`src/hdl/dvmrp_nl2_pkg.sv`:
```
// Shared types and constants for the neighbor-list reply parser.
// Holds the parse phase encoding and the result record.
// No dependencies.
package dvmrp_nl2_pkg;

  localparam logic [15:0] QUIRK_LEVEL = 16'h020a;
  localparam logic [7:0]  MAX_PLAIN_COUNT = 8'd15;
  localparam logic [7:0]  COUNT_MASK = 8'h0f;
  localparam logic [1:0]  LAST_ADDR_BYTE = 2'd3;

  typedef enum logic [2:0] {
    PH_LOCAL  = 3'd0,
    PH_METRIC = 3'd1,
    PH_THRESH = 3'd2,
    PH_FLAGS  = 3'd3,
    PH_COUNT  = 3'd4,
    PH_NEIGH  = 3'd5
  } phase_t;

  typedef struct packed {
    logic [31:0] local_addr;
    logic [31:0] neighbor_addr;
    logic [7:0]  metric;
    logic [7:0]  threshold;
    logic [7:0]  neighbor_flags;
    logic        has_neighbor;
    logic        end_of_message;
    logic        truncated;
  } result_t;

endpackage

```
`src/hdl/dvmrp_nl2_core.sv`:
```
// Parse state and per-byte update for the neighbor-list reply parser.
// Turns one accepted byte into at most one result record.
// Depends on dvmrp_nl2_pkg.
module dvmrp_nl2_core (
  input  logic                   clk,
  input  logic                   rst,
  input  logic                   accept,
  input  logic [7:0]             data_byte,
  input  logic                   message_start,
  input  logic [15:0]            router_level,
  input  logic                   last_byte,
  output logic                   res_present,
  output dvmrp_nl2_pkg::result_t res
);
  import dvmrp_nl2_pkg::*;

  phase_t      phase, phase_next;
  logic [1:0]  byte_index, byte_index_next;
  logic [31:0] local_address, local_address_next;
  logic [7:0]  metric, metric_next;
  logic [7:0]  threshold, threshold_next;
  logic [7:0]  flags, flags_next;
  logic [7:0]  neighbors_left, neighbors_left_next;
  logic [31:0] neighbor_shift, neighbor_shift_next;
  logic        quirk_peer, quirk_peer_next;

  phase_t      ph;
  logic [1:0]  idx;
  logic [7:0]  left;
  logic [31:0] shift;
  logic [7:0]  count;
  logic        has;
  logic        clean;

  always_comb begin
    quirk_peer_next = message_start ? (router_level == QUIRK_LEVEL) : quirk_peer;
    ph    = message_start ? PH_LOCAL : phase;
    idx   = message_start ? 2'd0 : byte_index;
    left  = message_start ? 8'd0 : neighbors_left;
    shift = message_start ? 32'd0 : neighbor_shift;

    phase_next          = ph;
    byte_index_next     = idx;
    neighbors_left_next = left;
    neighbor_shift_next = shift;
    local_address_next  = local_address;
    metric_next         = metric;
    threshold_next      = threshold;
    flags_next          = flags;
    has                 = 1'b0;

    count = data_byte;
    if (quirk_peer_next && count == 8'd0) begin
      count = 8'd1;
    end
    if (quirk_peer_next && count > MAX_PLAIN_COUNT) begin
      count = count & COUNT_MASK;
    end

    case (ph)
      PH_METRIC: begin
        metric_next = data_byte;
        phase_next  = PH_THRESH;
      end
      PH_THRESH: begin
        threshold_next = data_byte;
        phase_next     = PH_FLAGS;
      end
      PH_FLAGS: begin
        flags_next = data_byte;
        phase_next = PH_COUNT;
      end
      PH_COUNT: begin
        neighbors_left_next = count;
        neighbor_shift_next = 32'd0;
        byte_index_next     = 2'd0;
        phase_next          = (count != 8'd0) ? PH_NEIGH : PH_LOCAL;
      end
      PH_NEIGH: begin
        neighbor_shift_next = {shift[23:0], data_byte};
        if (idx == LAST_ADDR_BYTE) begin
          has             = 1'b1;
          byte_index_next = 2'd0;
          if (left <= 8'd1) begin
            neighbors_left_next = 8'd0;
            phase_next          = PH_LOCAL;
          end else begin
            neighbors_left_next = left - 8'd1;
          end
        end else begin
          byte_index_next = idx + 2'd1;
        end
      end
      default: begin
        local_address_next = {local_address[23:0], data_byte};
        if (idx == LAST_ADDR_BYTE) begin
          byte_index_next = 2'd0;
          phase_next      = PH_METRIC;
        end else begin
          byte_index_next = idx + 2'd1;
          phase_next      = PH_LOCAL;
        end
      end
    endcase

    clean = (byte_index_next == 2'd0) &&
            (phase_next == PH_LOCAL || phase_next == PH_NEIGH);

    res.local_addr     = has ? local_address_next : 32'd0;
    res.neighbor_addr  = has ? neighbor_shift_next : 32'd0;
    res.metric         = has ? metric_next : 8'd0;
    res.threshold      = has ? threshold_next : 8'd0;
    res.neighbor_flags = has ? flags_next : 8'd0;
    res.has_neighbor   = has;
    res.end_of_message = last_byte;
    res.truncated      = last_byte && !clean;
    res_present        = has || last_byte;

    if (last_byte) begin
      phase_next          = PH_LOCAL;
      byte_index_next     = 2'd0;
      neighbors_left_next = 8'd0;
      neighbor_shift_next = 32'd0;
    end
  end

  always_ff @(posedge clk) begin
    if (rst) begin
      phase          <= PH_LOCAL;
      byte_index     <= 2'd0;
      neighbors_left <= 8'd0;
      neighbor_shift <= 32'd0;
      quirk_peer     <= 1'b0;
    end else if (accept) begin
      phase          <= phase_next;
      byte_index     <= byte_index_next;
      neighbors_left <= neighbors_left_next;
      neighbor_shift <= neighbor_shift_next;
      quirk_peer     <= quirk_peer_next;
    end
  end

  always_ff @(posedge clk) begin
    if (accept) begin
      local_address <= local_address_next;
      metric        <= metric_next;
      threshold     <= threshold_next;
      flags         <= flags_next;
    end
  end

endmodule

```
`src/hdl/dvmrp_neighbor_list2_parser.sv`:
```
// Neighbor-list reply parser, top level.
// Byte input channel, result output register with a one-entry skid stage.
// Depends on dvmrp_nl2_pkg and dvmrp_nl2_core.
//
// Usage: feed the reply payload one byte per transaction on the item channel
// (item_valid / item_stall), marking the first byte with message_start (which
// also samples router_level) and the final byte with last_byte.
// Results leave on the result channel (result_valid / result_stall): one per
// completed neighbor address; the last byte's result carries end_of_message,
// and truncated set when the message stops inside a record.
// Results are registered in the output register, via the skid stage on a stall.
// Throughput: one byte per cycle while item_stall is low; the per-byte state
// update is one pass of logic from the parse registers to the output register.
// Stall: while the receiver stalls, one further result is caught in the skid
// stage; item_stall then rises until the output register drains.
// Reset: synchronous rst clears the parse state, the sampled peer quirk and
// both output stages; the parser then expects a local address.
module dvmrp_neighbor_list2_parser (
  input  logic        clk,
  input  logic        rst,
  input  logic        item_valid,
  output logic        item_stall,
  input  logic [7:0]  data_byte,
  input  logic        message_start,
  input  logic [15:0] router_level,
  input  logic        last_byte,
  output logic        result_valid,
  input  logic        result_stall,
  output logic [31:0] local_addr,
  output logic [31:0] neighbor_addr,
  output logic [7:0]  metric,
  output logic [7:0]  threshold,
  output logic [7:0]  neighbor_flags,
  output logic        has_neighbor,
  output logic        end_of_message,
  output logic        truncated
);
  import dvmrp_nl2_pkg::*;

  logic    accept;
  logic    res_present;
  result_t res;
  result_t out_reg;
  result_t skid;
  logic    skid_valid;
  logic    out_free;

  assign item_stall = skid_valid;
  assign accept     = item_valid && !skid_valid;
  assign out_free   = !result_valid || !result_stall;

  dvmrp_nl2_core u_core (
    .clk           (clk),
    .rst           (rst),
    .accept        (accept),
    .data_byte     (data_byte),
    .message_start (message_start),
    .router_level  (router_level),
    .last_byte     (last_byte),
    .res_present   (res_present),
    .res           (res)
  );

  always_ff @(posedge clk) begin
    if (rst) begin
      result_valid <= 1'b0;
      skid_valid   <= 1'b0;
    end else if (out_free) begin
      if (skid_valid) begin
        result_valid <= 1'b1;
        skid_valid   <= 1'b0;
      end else begin
        result_valid <= accept && res_present;
      end
    end else if (accept && res_present) begin
      skid_valid <= 1'b1;
    end
  end

  always_ff @(posedge clk) begin
    if (out_free) begin
      out_reg <= skid_valid ? skid : res;
    end
    if (!out_free && accept && res_present) begin
      skid <= res;
    end
  end

  assign local_addr     = out_reg.local_addr;
  assign neighbor_addr  = out_reg.neighbor_addr;
  assign metric         = out_reg.metric;
  assign threshold      = out_reg.threshold;
  assign neighbor_flags = out_reg.neighbor_flags;
  assign has_neighbor   = out_reg.has_neighbor;
  assign end_of_message = out_reg.end_of_message;
  assign truncated      = out_reg.truncated;

  a_skid_needs_out: assert property (@(posedge clk) disable iff (rst)
    skid_valid |-> result_valid)
    else $error("skid stage holds a result while output register is empty");

  a_held_stays: assert property (@(posedge clk) disable iff (rst)
    result_valid && result_stall |=> result_valid)
    else $error("stalled result dropped");

  a_trunc_at_end: assert property (@(posedge clk) disable iff (rst)
    result_valid && truncated |-> end_of_message)
    else $error("truncated result without end mark");

  a_empty_fields: assert property (@(posedge clk) disable iff (rst)
    result_valid && !has_neighbor |-> local_addr == 32'd0 && neighbor_addr == 32'd0)
    else $error("end-mark result carries record fields");

  a_result_kind: assert property (@(posedge clk) disable iff (rst)
    result_valid |-> has_neighbor || end_of_message)
    else $error("result with neither neighbor nor end mark");

endmodule
```
`config.mk`:
```
export PLATFORM = sky130hd
export DESIGN_NAME = dvmrp_neighbor_list2_parser
export DESIGN_NICKNAME = d
export VERILOG_FILES = /design/src/hdl/dvmrp_nl2_pkg.sv /design/src/hdl/dvmrp_nl2_core.sv /design/src/hdl/dvmrp_neighbor_list2_parser.sv
export SDC_FILE = /design/constraint.sdc
export NUM_CORES = 1
export LEC_CHECK = 0
export BUFFER_PORTS_ARGS = -buffer_cell sky130_fd_sc_hd__buf_2
export CAP_MARGIN = 20
export CORE_MARGIN = 2
export CORE_UTILIZATION = 50
export CTS_BUF_LIST = sky130_fd_sc_hd__clkbuf_2
export DETAILED_ROUTE_END_ITERATION = 16
export GPL_TIMING_DRIVEN = 0
export PLACE_DENSITY_LB_ADDON = 0.05
export REMOVE_ABC_BUFFERS = 1
export SYNTH_ARGS = -nofsm -noshare
export SYNTH_HDL_FRONTEND = slang
export SYNTH_SLANG_ARGS = --single-unit
```
`constraint.sdc`:
```
create_clock -name clk -period 20.3 [get_ports clk]
set_clock_uncertainty 0.2 [all_clocks]
set_input_delay 1.015 -clock clk [delete_from_list [all_inputs] [get_ports clk]]
set_output_delay 1.015 -clock clk [all_outputs]
set_load 0.05 [all_outputs]
```
# After elaboration in Yosys (flattened, before gate mapping)
# Index checks and enable logic that the tools add are counted.
# totals
wordCells,97
register_bits,286
input_bits,30
output_inout_bits,93
# classes
magnitude_cmp,2
n_reduce_logical,23
eq_ne,8
muxes,35
addsub,2
# ops
cell,count
$mux 32,5
$mux 8,12
$mux 91,1
$pmux 32 s2,1
$eq 16x10->1 const B,1
$pmux 8 s2,1
$mux 3,5
$pmux 3 s5,1
$eq 3x3->1 const B,3
$gt 8x4->1 const B,1
$le 8x1->1 const B,1
$logic_and 1x1->1,8
$logic_not 8->1,1
$reduce_bool 8->1,1
$sub 8x1->8 const B,1
$eq 3x2->1 const B,2
$mux 2,3
$logic_not 1->1,5
$mux 1,5
$reduce_or 5->1,1
$pmux 2 s2,1
$eq 3x1->1 const B,1
$logic_not 3->1,1
$logic_or 1x1->1,3
5 further kinds,5

# Longest topological paths before layout
# Gate-level depths: netlist (run 1).
# depth
word_depth,16
depth_mapped,12
depth_no_buf,10

# Cells and area by module
# A second synthesis (run 1) with hierarchy kept.
# hier_totals
hier_cells,770
area_unflattened_um2,12081.6
# modules_own_cells
mod,cells_per_inst,area_each_um2,seq_area_each_um2,n_inst
dvmrp_neighbor_list2_parser,291,7040.5,5505.3,1
dvmrp_nl2_core,479,5041.1,2442.3,1

# Least setup slack after synthesis (run 1)
# No wires, ideal clock.
# synth_timing
path_kind,input-to-reg
startpoint,input port result_stall
endpoint,"register skid[0] (netlist bit), enable pin"
path_slack_ns,10.056
stages,2
n_path_buf,0
t_arrival_ns,9.392
setup_time_ns,0.653
required_time_ns,19.447
cell_sequence,nand2_1 > nor3_1
# synth_between
elab_chain_len,5
# synth_lines
item,line,text
"start, declared",dvmrp_neighbor_list2_parser.sv:28,"input logic result_stall,"
$logic_not 1->1,dvmrp_neighbor_list2_parser.sv:50,assign out_free = !result_valid || !result_stall;
$logic_or 1x1->1,dvmrp_neighbor_list2_parser.sv:50,
$logic_not 1->1,dvmrp_neighbor_list2_parser.sv:84,if (!out_free && accept && res_present) begin
$logic_and 1x1->1 (2 in a row),dvmrp_neighbor_list2_parser.sv:84,
"end signal, assigned",dvmrp_neighbor_list2_parser.sv:85,skid <= res;
"end, declared",dvmrp_neighbor_list2_parser.sv:44,result_t skid;
# Every way passes these cells.
# A chain may end at the register's enable or synchronous reset.

# Worst setup path after layout (run 1)
# layout_timing
startpoint,input port message_start
endpoint,"register skid[74] (netlist bit), enable pin"
# layout_between
elab_chain_len,6
word_cells_on_any_way,8
classes_between,2 x eq/ne; 4 x mux; 2 x reduce/logical
# layout_lines
item,line,text
"start, declared",dvmrp_neighbor_list2_parser.sv:24,"input logic message_start,"
$mux 2,dvmrp_nl2_core.sv:38,idx = message_start ? 2'd0 : byte_index;
$eq 2x2->1,dvmrp_nl2_core.sv:81,if (idx == LAST_ADDR_BYTE) begin
$mux 1,dvmrp_nl2_core.sv:81,
$mux 1 *,dvmrp_nl2_core.sv:60,case (ph)
$logic_or 1x1->1 *,dvmrp_nl2_core.sv:117,res_present = has || last_byte;
$logic_and 1x1->1 *,dvmrp_neighbor_list2_parser.sv:84,
# Mark *: on every way between the ends. The rest lies on a longest branch, timed or not.

==> flow_summary.ini, run 1 <==
[status]
status = completed

[die]
chipWidth_um = 157
dieArea_mm2 = 0.0246
core_mm2 = 0.0228
fp.dieH_um = 157
placement_rows = 55
ios = 123
start_util_pct = 51.2

[timing]
fmax_mhz = 203
tightestPinTransition_ns = 1.07
rsz0062_at_grt = false
setup_tns_ns = 0
final.min_clock_period_ns = 4.92
slew_headroom_pct = 28.8
setup_viol = 0
hold_viol_final = 0
post-route-period-util_pct = 24.3
slew_violations = 0

[drt]
vias = 7247
vias_per_cell = 5.19
ant_nets = 0
firstDrtPassIters = 5
totalWireLength_um = 23400
wl_per_cell_um = 16.7
drt_iter0_markers = 498
drc = 0

[place]
dp_hpwl_um = 13900
portBuffers = 122
place_area_mm2 = 0.0127
gp_congestion = 0.839

[yosys]
synthAdderAreaFrac_pct = 0.322
synth_top_area_share_pct = 61.2
netlist_area_mm2 = 0.0117
synth_seq_area_share_pct = 68.1
async_reset_ff_share_pct = 0
synth_top_family_by_area = simple AND/OR/NAND/NOR gates
ys.flop_type = edfxtp_1
synth-simple-area-share_pct = 10.3
yosys-top-cells-area = edfxtp_1 61%, dfxtp_1 6.9%, mux2_2 4.7%, mux2i_1 4.4%, o31ai_1 3.2%
ys_ff_latch = 278
synth_compound_area_share_pct = 8.07
syn_area_per_cell_um2 = 13.3
synth-edff-count = 238
synth.area.mux_share_pct = 9.10
synth_cells = 877
ys_types = 55
synth_xor_area_share_pct = 0
yosys_warnings = 0
synth_area_leader_cell = edfxtp_1

[critical_path]
startpoint_type = input port
crit_path_max_fanout = 73
cp-end-kind = flop
critPathKind = input port to flop
worst_ep_required_time_ns = 20.57
arrival_ns = 5.20

[pwr]
p_leak_nw = 5.68
internal-power_mw = 0.802
pwr-share-comb_pct = 6.0
p_clk_share_pct = 34.8
p_per_area_mw_per_mm2 = 80.5
irDropWorstVdd_mv = 0.0394
p_sw_mw = 0.270
seqPwrFrac_pct = 59.2
switching_share_pct = 25.2

[clocking]
cts_tree = yes
path_clk_slew_ns = 0.09
cts-resized-gates = 0
postCtsSetupBuffers = 0
numCtsBuffers = 73
htreeDepth = 3
clk_latency_ns = 0.80
clock_tree.root_cell = clkbuf_2
clockBufferDepth = 3
cts.sinks = 278
cts_hold_buf = 0

[grt]
grt_usage_pct = 19.5
overflow = 0
antenna_found_initial = 1
grt_pass1_vias = 7047
grt_max_degree = 78
grt_pass1_wl_um = 37200

[run]
drv_cap = 0

[final_layout]
drive_gt1_share_pct = 30.3
synthToLayoutAreaGrowth_pct = 14.1
final_area_mm2 = 0.0133
finalNetCount = 1065

[worst_hold_path]
hold_class = flop to flop
-- flip-flops by register name, indices dropped and copies added (netlist names), 24 cells and up --
signal                 count
local_addr                32
neighbor_addr             32
u_core.local_address      32
skid                      91
u_core.neighbor_shift     24
-- logic make-up after synthesis --
group | after synthesis
flops | 278
buf+inv | 114
fa+ha+maj | 3
simple gates | 248
mux | 100
compound gates | 134
-- power groups by stage --
stage | Sequential, mW | Clock [mW] | Combinational [mW]
final | 0.635 | 0.373 | 0.0640
after global placement | 0.650 | 0 | 0.0617
after CTS | 0.635 | 0.391 | 0.0646
after detailed placement | 0.648 | 0 | 0.0645
after global routing | 0.637 | 0.420 | 0.0684
after floorplan | 0.673 | 0 | 0.0170
-- final cells by class --
cell class                 instances  area [um^2]
clock inverter                    13         76.3
tap                              313          392
sequential                       278         7950
multi-input combinational        485         3290
timing repair buffer             137          828
inverter                          57          216
antenna                            1         2.50
fill                            1930         9460
clock buffer                     113          566
-- metal layers --
metal	vias up	routed length, um	global-route usage [%]
met2	204	10800	30.4
met3	31	1260	4.57
met5	-	0	0
met1	3444	10900	26.9
li1	3568	-	-
met4	0	386	7.03
-- cells in the final DEF, fill, tap and decap left out, types with 4 or more instances in the layout --
cell      count
a21oi_1      13
a22oi_1      28
and2_1       32
and2_4        8
buf_2       122
buf_6         8
clkbuf_2    113
clkinv_1     10
dfxtp_1      39
edfxtp_1    238
inv_1        54
mux2_2       49
mux2i_1      51
nand2_1      69
nand3_1       6
nor2_1       92
nor2b_1       7
nor3_1        8
nor4_1        4
o21ai_0      18
o31ai_1      50
-- synthesized netlist by cell type (3+ instances only) --
cell type and number:
mux2i_1 51, a21oi_1 13, and2_1 32, mux2_2 49
buf_2 14, nand3_1 6, and2_4 8, ha_1 3
o31ai_1 50, o21ai_0 18, dfxtp_1 40, a22oi_1 28
buf_4 5, nor4_1 6, inv_1 54, nand2b_1 3
nor3_1 9, a211oi_1 3, inv_2 3, edfxtp_1 238
nand2_1 70, nor2_1 92, nor2b_1 7, clkbuf_1 33
clkbuf_2 3
-- worst paths after layout --
check                                          startpoint                   endpoint  slack, ns  depth (start not counted)
worst max-delay path                        message_start                   skid[74]      15.38                         15
worst min-delay path            u_core.neighbor_shift[23]  u_core.neighbor_shift[23]       0.30                          2
worst max register to register       u_core.byte_index[0]                   skid[74]      15.54                         14
worst min register to register  u_core.neighbor_shift[23]  u_core.neighbor_shift[23]       0.30                          2
-- metrics by stage --
step | utilization, % | instances | total power, mW | setup WS (ns) | hold WS [ns]
2_1_floorplan | - | 820 | 0.690 | 10.06 | 0.257
3_3_place_gp | 54.5 | 1255 | 0.712 | 4.30 | 0.270
3_5_place_dp | 55.6 | 1270 | 0.712 | 14.52 | 0.281
4_1_cts | 58.5 | 1396 | 1.09 | 15.41 | 0.306
5_1_grt | 58.5 | 1397 | 1.13 | 15.10 | 0.324
6_report | 58.5 | 1397 | 1.07 | 15.38 | 0.298
-- critical path, stage by stage --
cell and delay [ns]:
buf_2 0.26, nor2b_1 0.22, ha_1 0.37, inv_1 0.22, nor2_4 0.17, nand2_4 0.22
buf_16 0.34, inv_2 0.56, nor2_1 0.14, nor3_2 0.67, buf_6 0.25, buf_6 0.18
buf_6 0.18, buf_6 0.16, buf_6 0.17
Note: power is estimated with default switching activity, not from simulation.
==> run 2, diff against run 1 <==
Settings changed: ABC_AREA from default to 1.
Clock period 20.3 ns to 4.2 ns, I/O delays scaled along.
==> run 2 against run 1 <==
Effect of this change:
- non-clock buffer count up 19
- flip-flop and latch count up 8
- synthesized area up 11%
- via count up 31%
- synthesized cell count up 54%
- final cell count up 36%
- core utilization up 0.14 points
- die area up 11%
- sequential share of layout area down 5.1 points
- critical path depth up 3
- first-iteration DRC count up 46%
- wire length up 19%
- largest cell class unchanged
==> flow_summary.ini, run 2 <==
[yosys]
synth.area.mux_share_pct = 0
synth_top_family_by_area = simple AND/OR/NAND/NOR gates
synth_top_area_share_pct = 55.2
synth-edff-count = 238
yosys-top-cells-area = edfxtp_1 55%, nand2_1 14%, dfxtp_1 7.4%, inv_1 5.5%, a21oi_1 3.2%
synth.most_common_cell = nand2_1
ys_ff_latch = 286
synthAdderAreaFrac_pct = 0.290
synth-simple-area-share_pct = 18.9
syn_area_per_cell_um2 = 9.58
netlist_area_mm2 = 0.0130
synth_xor_area_share_pct = 0.135
synth_compound_area_share_pct = 10.0
ys.flop_type = edfxtp_1
synth_area_leader_cell = edfxtp_1
yosys_warnings = 0
yosys-top-cells-count = 466 x nand2_1, 238 x edfxtp_1, 191 x inv_1, 84 x a21oi_1, 82 x nor2_1
synth_seq_area_share_pct = 62.6
synth_cells = 1352
ys_types = 37
async_reset_ff_share_pct = 0

[final_layout]
final_util_pct = 58.6
mostFrequentLayoutCells = 465 x nand2_1, 238 x edfxtp_1, 190 x inv_1, 122 x buf_2, 119 x clkbuf_2
stdcell_count = 1904
top_register = skid
finalNetCount = 1552
largest_reg_flops = 91
final_area_mm2 = 0.0148
layout_commonest_cell = nand2_1
drive_gt1_share_pct = 20.5
synthToLayoutAreaGrowth_pct = 14.6

[grt]
grt_usage_pct = 21.1
antenna_found_initial = 1
overflow = 0
grt_max_degree = 73
grt_pass1_wl_um = 45400
grt_pass1_vias = 9082

[timing]
fmax_mhz = 255
slew_headroom_pct = 34.4
setup_viol = 0
setup_tns_ns = 0
hold_viol_final = 0
final.min_clock_period_ns = 3.92
slew_violations = 0
tightestPinTransition_ns = 0.984
post-route-period-util_pct = 93.5
rsz0062_at_grt = false

[drt]
wl_per_cell_um = 14.6
vias_per_cell = 4.97
drc = 0
vias = 9464
ant_nets = 0
drt_iter0_markers = 727
totalWireLength_um = 27900
firstDrtPassIters = 7

[pwr]
seqPwrFrac_pct = 59.0
p_per_area_mw_per_mm2 = 359
p_sw_mw = 1.39
p_leak_nw = 6.52
switching_share_pct = 26.1
p_clk_share_pct = 34.3
irDropWorstVdd_mv = 0.207
pwr-share-comb_pct = 6.7
internal-power_mw = 3.95

[critical_path]
crit_path_max_fanout = 3
cp-end-kind = flop
arrival_ns = 4.27
critPathKind = input port to flop
startpoint_type = input port
r2r_slack_ns = 0.85
worst_ep_required_time_ns = 4.54

[status]
status = completed

[clocking]
cts.sinks = 286
clockBufferDepth = 3
path_clk_slew_ns = 0.09
htreeDepth = 3
clock_tree.root_cell = clkbuf_2
clk_latency_ns = 0.80
postCtsSetupBuffers = 0
numCtsBuffers = 75
cts_tree = yes

[die]
fp.dieH_um = 165
placement_rows = 58
chipWidth_um = 165
core_mm2 = 0.0253
ios = 123
dieArea_mm2 = 0.0272
start_util_pct = 51.1

[place]
gp_congestion = 0.830
dp_hpwl_um = 16300
portBuffers = 122
place_area_mm2 = 0.0140
dpl.cell_count = 1751

[worst_hold_path]
hold_class = input port to flop

[run]
drv_cap = 0
run 2: changes by cell type after synthesis, sizes merged, moves of 28 or more:
cell    delta
a211oi    +28
a21oi     +71
a22oi     -28
and2      -40
inv      +139
mux2      -49
mux2i     -51
nand2    +400
o22ai     +32
o31ai     -51
run 2: per-layer routing:
metal	vias to the layer above	global-route usage, %	share of wire [%]
met1	4418	29.3	47
met2	234	33.4	46
met3	42	4.24	5.2
met4	0	7.19	1.8
met5	-	0	0
li1	4770	-	-
run 2: path summary, 6_finish.rpt:
path | cells past startpoint | startpoint | endpoint
worst max-delay path | 18 | router_level[2] | truncated
worst min-delay path | 13 | router_level[8] | u_core.phase[2]
worst max register to register | 8 | u_core.phase[2] | skid[17]
worst min register to register | 2 | u_core.neighbors_left[6] | u_core.neighbors_left[6]
run 2: cell type report:
class	count	area, um^2
antenna	1	2.50
clock buffer	119	596
clock inverter	12	45.0
fill	2272	10500
inverter	196	746
multi-input combinational	804	3830
sequential	286	8110
tap	330	413
timing repair buffer	156	1100
run 2: power groups by stage:
| stage | sequential [mW] | clock, mW | combinational, mW |
|---|---|---|---|
| finish | 3.15 | 1.83 | 0.358 |
| global route | 3.15 | 2.03 | 0.386 |
| CTS | 3.15 | 1.90 | 0.360 |
| detailed placement | 3.21 | 0 | 0.346 |
| global placement | 3.22 | 0 | 0.326 |
| floorplan | 3.35 | 0 | 0.0970 |
run 2: per-stage QoR:
stage / total power [mW] / hold slack, ns / setup WS (ns)
2_1_floorplan: 3.44 / 0.0791 / -5.01
6_report: 5.34 / 0.116 / 0.275
3_3_place_gp: 3.55 / 0.247 / -10.12
4_1_cts: 5.41 / 0.0371 / 0.310
5_1_grt: 5.57 / 0.122 / 0.0316
3_5_place_dp: 3.56 / 0.256 / 0.436
run 2: kinds of logic (layout without fill, tap and decap cells):
| logic type | Yosys count | in the layout |
|---|---|---|
| compound gates | 191 | 191 |
| flops | 286 | 286 |
| simple gates | 608 | 608 |
| buf+inv | 262 | 483 |
| fa+ha+maj | 3 | 3 |
| xor+xnor | 2 | 2 |
| other cells | 0 | 1 |
run 2: critical path: stages:
cell and delay [ns]:
dlygate4sd3_1 0.54, buf_2 0.12, nor2_1 0.08, dlygate4sd3_1 0.55
nand2_1 0.04, dlygate4sd3_1 0.54, nor2_1 0.09, dlygate4sd3_1 0.55
nand2_1 0.11, dlygate4sd3_1 0.61, a21boi_1 0.22, nand2_1 0.11
nand2_1 0.08, nand2_1 0.08, nand4_1 0.13, nand2_1 0.07
nand3_1 0.07, nand2_1 0.08
run 2: repair_timing:
item | 4_1_cts | 5_1_grt
resized for setup | 0 | 1
hold buffers | 21 | 0
endpoints found under the setup margin | 0 | 1
endpoints found under the hold margin | 235 | 0
